`src/rtl/lbtc_pkg.sv`:
```
// lbtc_pkg: field widths, opcodes and the structs shared by the tag cache
// top level and its slot cells. No dependencies.
`default_nettype none

package lbtc_pkg;

  localparam int KEY_W   = 64;
  localparam int SIZE_W  = 17;
  localparam int STAMP_W = 32;
  localparam int OUT_IDX_W = 4;

  localparam logic OP_FIND  = 1'b0;
  localparam logic OP_STORE = 1'b1;

  localparam logic [STAMP_W-1:0] STAMP_MAX = '1;

  // search token walking the row of cells
  typedef struct packed {
    logic               active;
    logic               found;
    logic [STAMP_W-1:0] stamp;
    logic [SIZE_W-1:0]  size;
  } probe_t;

  // update broadcast to the cells at the end of a request
  typedef struct packed {
    logic               touch;
    logic               wr;
    logic [STAMP_W-1:0] stamp;
    logic [SIZE_W-1:0]  size;
  } commit_t;

endpackage

`default_nettype wire

```
`src/rtl/lru_block_tag_cache.sv`:
```
// Fully associative block tag cache with least-recently-used replacement.
// A request is accepted only while the block is idle. A search token then
// walks the row of SLOT_COUNT slot cells, one cell per cycle, looking for a
// matching key (find) or a free or oldest slot (store); the result is
// registered and the winning slot is updated as it is written out. A new
// request is accepted only once the previous result has been written
// out, after the token has walked the whole cell row. A find restamps
// the lowest matching slot; a store larger than SLOT_BYTES changes nothing
// and returns all zeros. The use counter saturates at its maximum.
// Depends on lbtc_pkg and lbtc_cell.
`default_nettype none

module lru_block_tag_cache
  import lbtc_pkg::*;
#(
  parameter int SLOT_COUNT = 16,
  parameter int SLOT_BYTES = 65536
) (
  input  wire logic                 clk,
  input  wire logic                 rst,
  input  wire logic                 in_valid,
  output logic                      in_ready,
  input  wire logic                 op,
  input  wire logic [KEY_W-1:0]     key,
  input  wire logic [SIZE_W-1:0]    block_size,
  output logic                      out_valid,
  input  wire logic                 out_ready,
  output logic                      hit,
  output logic [OUT_IDX_W-1:0]      slot_index,
  output logic [SIZE_W-1:0]         kept_size,
  output logic                      kept
);

  localparam int IDX_W = $clog2(SLOT_COUNT);

  typedef enum logic [2:0] {
    S_IDLE   = 3'b001,
    S_SEARCH = 3'b010,
    S_FINISH = 3'b100
  } state_t;

  state_t state;
  state_t state_next;

  logic               launch;
  logic               op_q;
  logic [KEY_W-1:0]   key_q;
  logic [SIZE_W-1:0]  size_q;
  logic [STAMP_W-1:0] use_counter;
  logic [STAMP_W-1:0] stamp_next;

  logic               res_hit;
  logic [IDX_W-1:0]   res_idx;
  logic [SIZE_W-1:0]  res_size;
  logic               res_kept;

  probe_t             chain     [SLOT_COUNT+1];
  logic [IDX_W-1:0]   chain_idx [SLOT_COUNT+1];
  logic [SLOT_COUNT-1:0] token_map;

  commit_t            commit;
  logic               in_fire;
  logic               finish_fire;
  logic               fits;
  probe_t             last;
  logic [IDX_W+OUT_IDX_W-1:0] idx_ext;

  assign in_ready    = (state == S_IDLE);
  assign in_fire     = in_valid && in_ready;
  assign finish_fire = (state == S_FINISH) && (!out_valid || out_ready);
  assign last        = chain[SLOT_COUNT];
  assign fits        = 32'(size_q) <= 32'(SLOT_BYTES);
  assign stamp_next  = (use_counter == STAMP_MAX) ? STAMP_MAX : use_counter + 1'b1;

  // token entering the first cell
  assign chain[0].active = launch;
  assign chain[0].found  = 1'b0;
  assign chain[0].stamp  = STAMP_MAX;
  assign chain[0].size   = '0;
  assign chain_idx[0]    = '0;

  assign commit.touch = finish_fire && res_hit;
  assign commit.wr    = finish_fire && res_kept;
  assign commit.stamp = stamp_next;
  assign commit.size  = size_q;

  for (genvar i = 0; i < SLOT_COUNT; i++) begin : g_cell
    lbtc_cell #(
      .CELL_INDEX(i),
      .IDX_W     (IDX_W)
    ) u_cell (
      .clk       (clk),
      .rst       (rst),
      .op        (op_q),
      .key       (key_q),
      .probe_in  (chain[i]),
      .idx_in    (chain_idx[i]),
      .probe_out (chain[i+1]),
      .idx_out   (chain_idx[i+1]),
      .commit    (commit),
      .commit_idx(res_idx)
    );
    assign token_map[i] = chain[i+1].active;
  end

  always_comb begin
    state_next = state;
    unique case (state)
      S_IDLE:   if (in_fire) state_next = S_SEARCH;
      S_SEARCH: if (last.active) state_next = S_FINISH;
      S_FINISH: if (finish_fire) state_next = S_IDLE;
      default:  state_next = S_IDLE;
    endcase
  end

  always_ff @(posedge clk) begin
    if (rst) begin
      state       <= S_IDLE;
      launch      <= 1'b0;
      use_counter <= '0;
      out_valid   <= 1'b0;
    end else begin
      state  <= state_next;
      launch <= in_fire;
      if (commit.touch || commit.wr) begin
        use_counter <= stamp_next;
      end
      if (finish_fire) begin
        out_valid <= 1'b1;
      end else if (out_ready) begin
        out_valid <= 1'b0;
      end
    end
  end

  always_ff @(posedge clk) begin
    if (in_fire) begin
      op_q   <= op;
      key_q  <= key;
      size_q <= block_size;
    end
    if (state == S_SEARCH && last.active) begin
      if (op_q == OP_FIND) begin
        res_hit  <= last.found;
        res_idx  <= last.found ? chain_idx[SLOT_COUNT] : '0;
        res_size <= last.found ? last.size : '0;
        res_kept <= 1'b0;
      end else begin
        res_hit  <= 1'b0;
        res_idx  <= fits ? chain_idx[SLOT_COUNT] : '0;
        res_size <= fits ? size_q : '0;
        res_kept <= fits;
      end
    end
  end

  assign idx_ext = (IDX_W + OUT_IDX_W)'(res_idx);

  always_ff @(posedge clk) begin
    if (finish_fire) begin
      hit        <= res_hit;
      slot_index <= idx_ext[OUT_IDX_W-1:0];
      kept_size  <= res_size;
      kept       <= res_kept;
    end
  end

  // only one token in flight
  a_one_token: assert property (@(posedge clk) disable iff (rst)
    $countones(token_map) <= 1)
    else $error("more than one search token in the cell row");

  a_token_in_search: assert property (@(posedge clk) disable iff (rst)
    last.active |-> state == S_SEARCH)
    else $error("search token left the row outside a search");

  a_commit_exclusive: assert property (@(posedge clk) disable iff (rst)
    !(commit.touch && commit.wr))
    else $error("restamp and store at once");

  a_counter_monotonic: assert property (@(posedge clk) disable iff (rst)
    !$past(rst) |-> use_counter >= $past(use_counter))
    else $error("use counter went backward");

  a_hit_kept_exclusive: assert property (@(posedge clk) disable iff (rst)
    out_valid |-> !(hit && kept))
    else $error("result reports both hit and kept");

endmodule

`default_nettype wire

```
`src/rtl/lbtc_cell.sv`:
```
// lbtc_cell: one cache slot (valid, key, stamp, size) plus one stage of the
// search token chain. Depends on lbtc_pkg.
`default_nettype none

module lbtc_cell
  import lbtc_pkg::*;
#(
  parameter int CELL_INDEX = 0,
  parameter int IDX_W = 4
) (
  input  wire logic              clk,
  input  wire logic              rst,
  input  wire logic              op,
  input  wire logic [KEY_W-1:0]  key,
  input  wire probe_t            probe_in,
  input  wire logic [IDX_W-1:0]  idx_in,
  output probe_t                 probe_out,
  output logic      [IDX_W-1:0]  idx_out,
  input  wire commit_t           commit,
  input  wire logic [IDX_W-1:0]  commit_idx
);

  localparam logic [IDX_W-1:0] MY_IDX = IDX_W'(CELL_INDEX);

  logic               valid;
  logic [STAMP_W-1:0] stamp;
  logic [KEY_W-1:0]   slot_key;
  logic [SIZE_W-1:0]  slot_size;

  probe_t             probe_next;
  logic [IDX_W-1:0]   idx_next;

  always_comb begin
    probe_next = probe_in;
    idx_next   = idx_in;
    if (probe_in.active && !probe_in.found) begin
      if (op == OP_FIND) begin
        if (valid && slot_key == key) begin
          probe_next.found = 1'b1;
          probe_next.size  = slot_size;
          idx_next         = MY_IDX;
        end
      end else begin
        if (!valid) begin
          // first free slot ends the victim search
          probe_next.found = 1'b1;
          idx_next         = MY_IDX;
        end else if (stamp < probe_in.stamp) begin
          probe_next.stamp = stamp;
          idx_next         = MY_IDX;
        end
      end
    end
  end

  always_ff @(posedge clk) begin
    if (rst) begin
      probe_out.active <= 1'b0;
    end else begin
      probe_out.active <= probe_next.active;
    end
    probe_out.found <= probe_next.found;
    probe_out.stamp <= probe_next.stamp;
    probe_out.size  <= probe_next.size;
    idx_out         <= idx_next;
  end

  always_ff @(posedge clk) begin
    if (rst) begin
      valid <= 1'b0;
      stamp <= '0;
    end else if ((commit.touch || commit.wr) && commit_idx == MY_IDX) begin
      stamp <= commit.stamp;
      if (commit.wr) begin
        valid <= 1'b1;
      end
    end
  end

  always_ff @(posedge clk) begin
    if (commit.wr && commit_idx == MY_IDX) begin
      slot_key  <= key;
      slot_size <= commit.size;
    end
  end

endmodule

`default_nettype wire

```
`config.mk`:
```
export PLATFORM = sky130hd
export DESIGN_NAME = lru_block_tag_cache
export DESIGN_NICKNAME = d
export VERILOG_FILES = /design/src/rtl/lbtc_pkg.sv /design/src/rtl/lru_block_tag_cache.sv /design/src/rtl/lbtc_cell.sv
export SDC_FILE = /design/constraint.sdc
export NUM_CORES = 2
export LEC_CHECK = 0
export BUFFER_PORTS_ARGS = -buffer_cell sky130_fd_sc_hd__buf_4
export CAP_MARGIN = 10
export CORE_ASPECT_RATIO = 0.8
export CORE_UTILIZATION = 55
export CTS_CLUSTER_DIAMETER = 60
export CTS_CLUSTER_SIZE = 25
export DETAILED_ROUTE_END_ITERATION = 8
export MAX_ROUTING_LAYER = met4
export PLACE_DENSITY = 0.76
export SYNTH_ARGS = -nofsm -noshare
export SYNTH_HDL_FRONTEND = slang
export SYNTH_HIERARCHICAL = 1
export SYNTH_SLANG_ARGS = --single-unit
```
`constraint.sdc`:
```
create_clock -name clk -period 8.4 [get_ports clk]
set_input_delay 0.84 -clock clk [delete_from_list [all_inputs] [get_ports clk]]
set_output_delay 0.84 -clock clk [all_outputs]
set_load 0.005 [all_outputs]
```
Yosys cells after proc, flatten, opt, wreduce, memory -nomap -nowiden
Index checks and enable logic that the tools add are counted.

word-level totals
  logic and storage cells = 547
  flip-flop bits (word level) = 2833
  bits of input ports = 86

cells by class
  add/subtract/negate cells = 1
  reduce and logical (&&, ||, !) cells = 107
  $lt $le $gt $ge = 17
  bitwise operators = 2
  muxes and demuxes = 225
  equality and inequality tests = 38

operators by type and width
  operator                                                                 count
  32-bit two-way mux                                                       46
  64-bit == test                                                           16
  50-bit two-way mux                                                       15
  17-bit two-way mux                                                       33
  32-bit less-than comparator                                              15
  4-bit two-way mux                                                        74
  1-bit logical AND                                                        68
  1-bit two-way mux                                                        53
  32-bit by 1-bit adder with 32-bit output, second input constant          1
  32-bit == test, second input constant                                    1
  4-bit == test, second input constant                                     8
  32-bit less-than comparator, second input constant                       1
  2-bit AND reduction                                                      16
  17-bit less-or-equal comparator, second input constant                   1
  4-bit by 3-bit == test with 1-bit output, second input constant          4
  1-bit zero test                                                          16
  3-bit two-way mux                                                        3
  3-bit one-hot mux with 3 select lines                                    1
  4-bit by 2-bit == test with 1-bit output, second input constant          2
  4-bit by 1-bit == test with 1-bit output, second input constant          1
  4-bit zero test                                                          1
  2-bit by 1-bit inequality test with 1-bit output, second input constant  2
  4-bit AND reduction                                                      1
  3-bit by 1-bit == test with 1-bit output, second input constant          1
  8 further kinds                                                          10

Longest topological paths before layout
  word-level depth = 7
  mapped depth = 11
  depth with buffers taken out = 9

Modules after synthesis
The synthesis kept the hierarchy.

modules (own cells, without submodules)
  module                              area an instance (sq um)  cells an instance  times used
  lbtc_cell at g_cell[13].u_cell ...  7657.3                    711                2
  lbtc_cell at g_cell[1].u_cell ...   7199.4                    618                2
  lbtc_cell at g_cell[5].u_cell ...   6922.9                    569                2
  lbtc_cell at g_cell[12].u_cell      7668.6                    710                1
  lbtc_cell at g_cell[15].u_cell      7667.4                    712                1
  lbtc_cell at g_cell[11].u_cell      7236.9                    618                1
  lbtc_cell at g_cell[10].u_cell      6991.7                    569                1
  lbtc_cell at g_cell[9].u_cell       6981.7                    573                1
  lbtc_cell at g_cell[3].u_cell       6980.4                    574                1
  lbtc_cell at g_cell[8].u_cell       6977.9                    571                1
  lbtc_cell at g_cell[4].u_cell       6935.4                    567                1
  lbtc_cell at g_cell[7].u_cell       6921.6                    568                1
  lbtc_cell at g_cell[0].u_cell       6854.1                    555                1
  lru_block_tag_cache                 6550.0                    478                1

Worst setup path after synthesis
No wires, ideal clock.

  kind = input-to-reg
  start = in in_valid
  end = reg key_q[0] (enable)
  required time = 7777 ps
  path buffers = 0
  slack = 1289 ps
  stages = 2
  library setup time = 623 ps
  arrival time = 6487 ps
  path through = nand2_1 > nor3_1

between the ends
  cells in the longest elaborated chain, start to end = 1

ends and longest elaborated chain
  what                    RTL line                    RTL
  start: declaration      lru_block_tag_cache.sv:21   input wire logic in_valid,
  1-bit logical AND       lru_block_tag_cache.sv:69   assign in_fire = in_valid && in_ready;
  named net in_fire       lru_block_tag_cache.sv:62   logic in_fire;
  end signal: assignment  lru_block_tag_cache.sv:139  key_q <= key;
  end: declaration        lru_block_tag_cache.sv:47   logic [KEY_W-1:0] key_q;

The timed path passes the listed nets, and every way through them passes these cells.
A chain may end at the register's enable or synchronous reset.

==> results.md <==
- Worst min-delay path class: in -> reg
- Fin crit share: 49.8%
- Via count: between 70000 and 80000
- Power Dens Cells: ~190 nW/um^2
- Clock share of power: 34.2%
- Number of I/O port buffers: 110
- Unrepaired setup endpoints after global routing: no
- Top Family by Delay on Critical Path: simple AND/OR/NAND/NOR gates
- Remaining antenna violation count: 0
- CTS hold repair buffers: 0
- Slowest CP cell: or3_1
- Cell chain of the critical path: ha_1 > and3_1 > nand4_1 > or3_1 > nand2_1 > nand2_1 > a21oi_1
- Crit start category: flop
- Worst-Margin Slew: between 1000 and 1500 ps
- Core Area: 215000 um^2
- Setup Viol. Count Final: 0
- Row cnt: 152
- Synth Cell Area: 120000 um^2
- Drt total wl: 297 mm
- Reg power frac: 60.2%
- Gr usage total: 27.5%
- CTS clk-pin slew, worst paths: 100 ps
- Placed wire-length estimate: 192 mm
- Initial antenna violation count: 4
- Final net count: about 11000
- Leakage: 49.2 nW
- Max-slew headroom: 14.5%
- Buf/Inv on CP: 0
- Die Wd: 523 um
- CTS H-tree depth: 4
- Post-CTS Resized: 0
- Worst-path maximum fanout: 35
- TritonCTS clock tree: done
- P_sw: 5.59 mW
- Combinational share of power: 5.6%
- Peak Freq: 239 MHz
- Hold_ws: 135 ps
- Setup crit end kind: flop
- Fraction of power spent switching nets: 22.6%
- Fin. Hold Viols: 0
- Iter 0 DRT Violations: 8071
- DP Area: ~120000 um^2
- Maxcap violations: 0
- Worst Skew: 68.7 ps
- Max stage delay on crit path: 1110 ps
- Die area: 219000 um^2
- Num CTS Buffers: 155
- Setup Buffers After CTS: 0
- Final slew viol count: 0
- Clock latency on the worst-skew pair: 880 ps
- Number of standard cells after synthesis: 10100
- Largest net degree at the start of global routing: 119
- Min cycle time layout: around 4200 ps
- Via density: 5.93
- WL/cell: 22.5 um
- Vias in the first global route: 76600
- Layout cells sized above 1: 11.3%
- Final setup TNS: 0 ps
- Yosys warnings: 6
- Peak supply drop: 0.000225 V
- Placer Congestion: about 0.9
- Status: finished clean
- Post-route DRC violation count: 0
- Data arrival, critical path: 4920 ps
- Longest Clk Path Bufs: 4
- Root Driver: clkbuf_16
- Pint: 19.2 mW
- First-pass GRT wire length: 451 mm
- GRT overflow: 0
- Layout area overhead: 8.43%
- Vert. Die Dim: 419 um
- Starting Density: 55.5%
- CP most frequent cell: nand2_1
- Worst EP required: roughly 9000 ps
- Drt pass-1 iters: 6
- Finished Layout Cells: 13200
- Core Util, Final: 60.2%
- Total clock sinks: between 2000 and 3000
- Syn Area/Cell: 11.9 um^2
- # placed instances: 13000
- I/O pin count: 111
- Post-route cell area: 130000 um^2
- Critical path class: reg -> reg
## layout make-up
| cell class | count | area, um^2 |
|---|---|---|
| Fill cell | 16400 | 85600 |
| Sequential cell | 2837 | 71000 |
| Multi-Input combinational cell | 6255 | 44900 |
| Clock buffer | 212 | 4260 |
| Tap cell | 2849 | 3560 |
| Inverter | 717 | 2690 |
| Timing Repair Buffer | 306 | 2480 |
| Clock inverter | 57 | 712 |
| Antenna cell | 3 | 7.51 |
## final timing paths
check / start / end / slack, ps / cells past startpoint
max: use_counter[0] / g_cell[9].u_cell/stamp[7] / 4220 / 7
min: block_size[16] / size_q[16] / 130 / 1
max reg2reg: use_counter[0] / g_cell[9].u_cell/stamp[7] / 4220 / 7
min reg2reg: g_cell[6].u_cell/idx_out[0] / g_cell[7].u_cell/idx_out[0] / 410 / 1
## per-layer routing
| metal | vias up | track usage, % | wire length, um |
|---|---|---|---|
| li1 | 36000 | - | - |
| met1 | 38500 | 37.3 | 124000 |
| met2 | 3362 | 42.4 | 135000 |
| met3 | 559 | 4.45 | 27900 |
| met4 | 0 | 8.36 | 9690 |
| met5 | - | - | 0 |
## registers in the layout (all words and copies together), names as in the netlist, 3 cells and up
register	count
g_cell.u_cell/probe_out	784
res_idx	4
g_cell.u_cell/slot_size	272
use_counter	32
g_cell.u_cell/stamp	512
res_size	17
state	3
size_q	17
g_cell.u_cell/idx_out	64
kept_size	17
g_cell.u_cell/valid	16
slot_index	4
key_q	64
g_cell.u_cell/slot_key	1024
## power groups by stage
stage | Sequential, mW | Clock, mW | Combinational [mW]
floorplan | 15.4 | 0 | 0.694
global placement | 15.2 | 0 | 1.31
detailed placement | 15.2 | 0 | 1.36
CTS | 14.9 | 8.61 | 1.37
global route | 15.0 | 9.10 | 1.48
finish | 14.9 | 8.49 | 1.39
## layout by cell type, fill, tap and decap left out, types with 43 or more instances in the layout
cell type,instances
edfxtp_1,1424
dfxtp_1,1413
nand2_1,1361
a21oi_1,733
inv_1,705
ha_1,497
xor2_1,475
xnor2_1,333
mux2_2,326
buf_4,296
nor4_1,198
nand4_1,197
mux2_4,193
nand3_1,174
clkbuf_16,161
nor2_1,155
nor2b_1,155
mux2_1,138
or3_1,107
o21ai_0,107
a2bb2oi_1,104
o211ai_1,103
conb_1,87
o22ai_1,67
nor3_1,61
nand2b_1,58
o21a_1,48
clkbuf_1,47
a22o_1,43
## metrics by stage
stage,power [mW],setup WS (ps)
after CTS,24.9,4390
after detailed placement,16.6,4400
final,24.8,4220
after floorplan,16.0,1290
after global placement,16.5,4490
after global routing,25.5,4060
No activity file was read; power rests on OpenSTA's default activity.
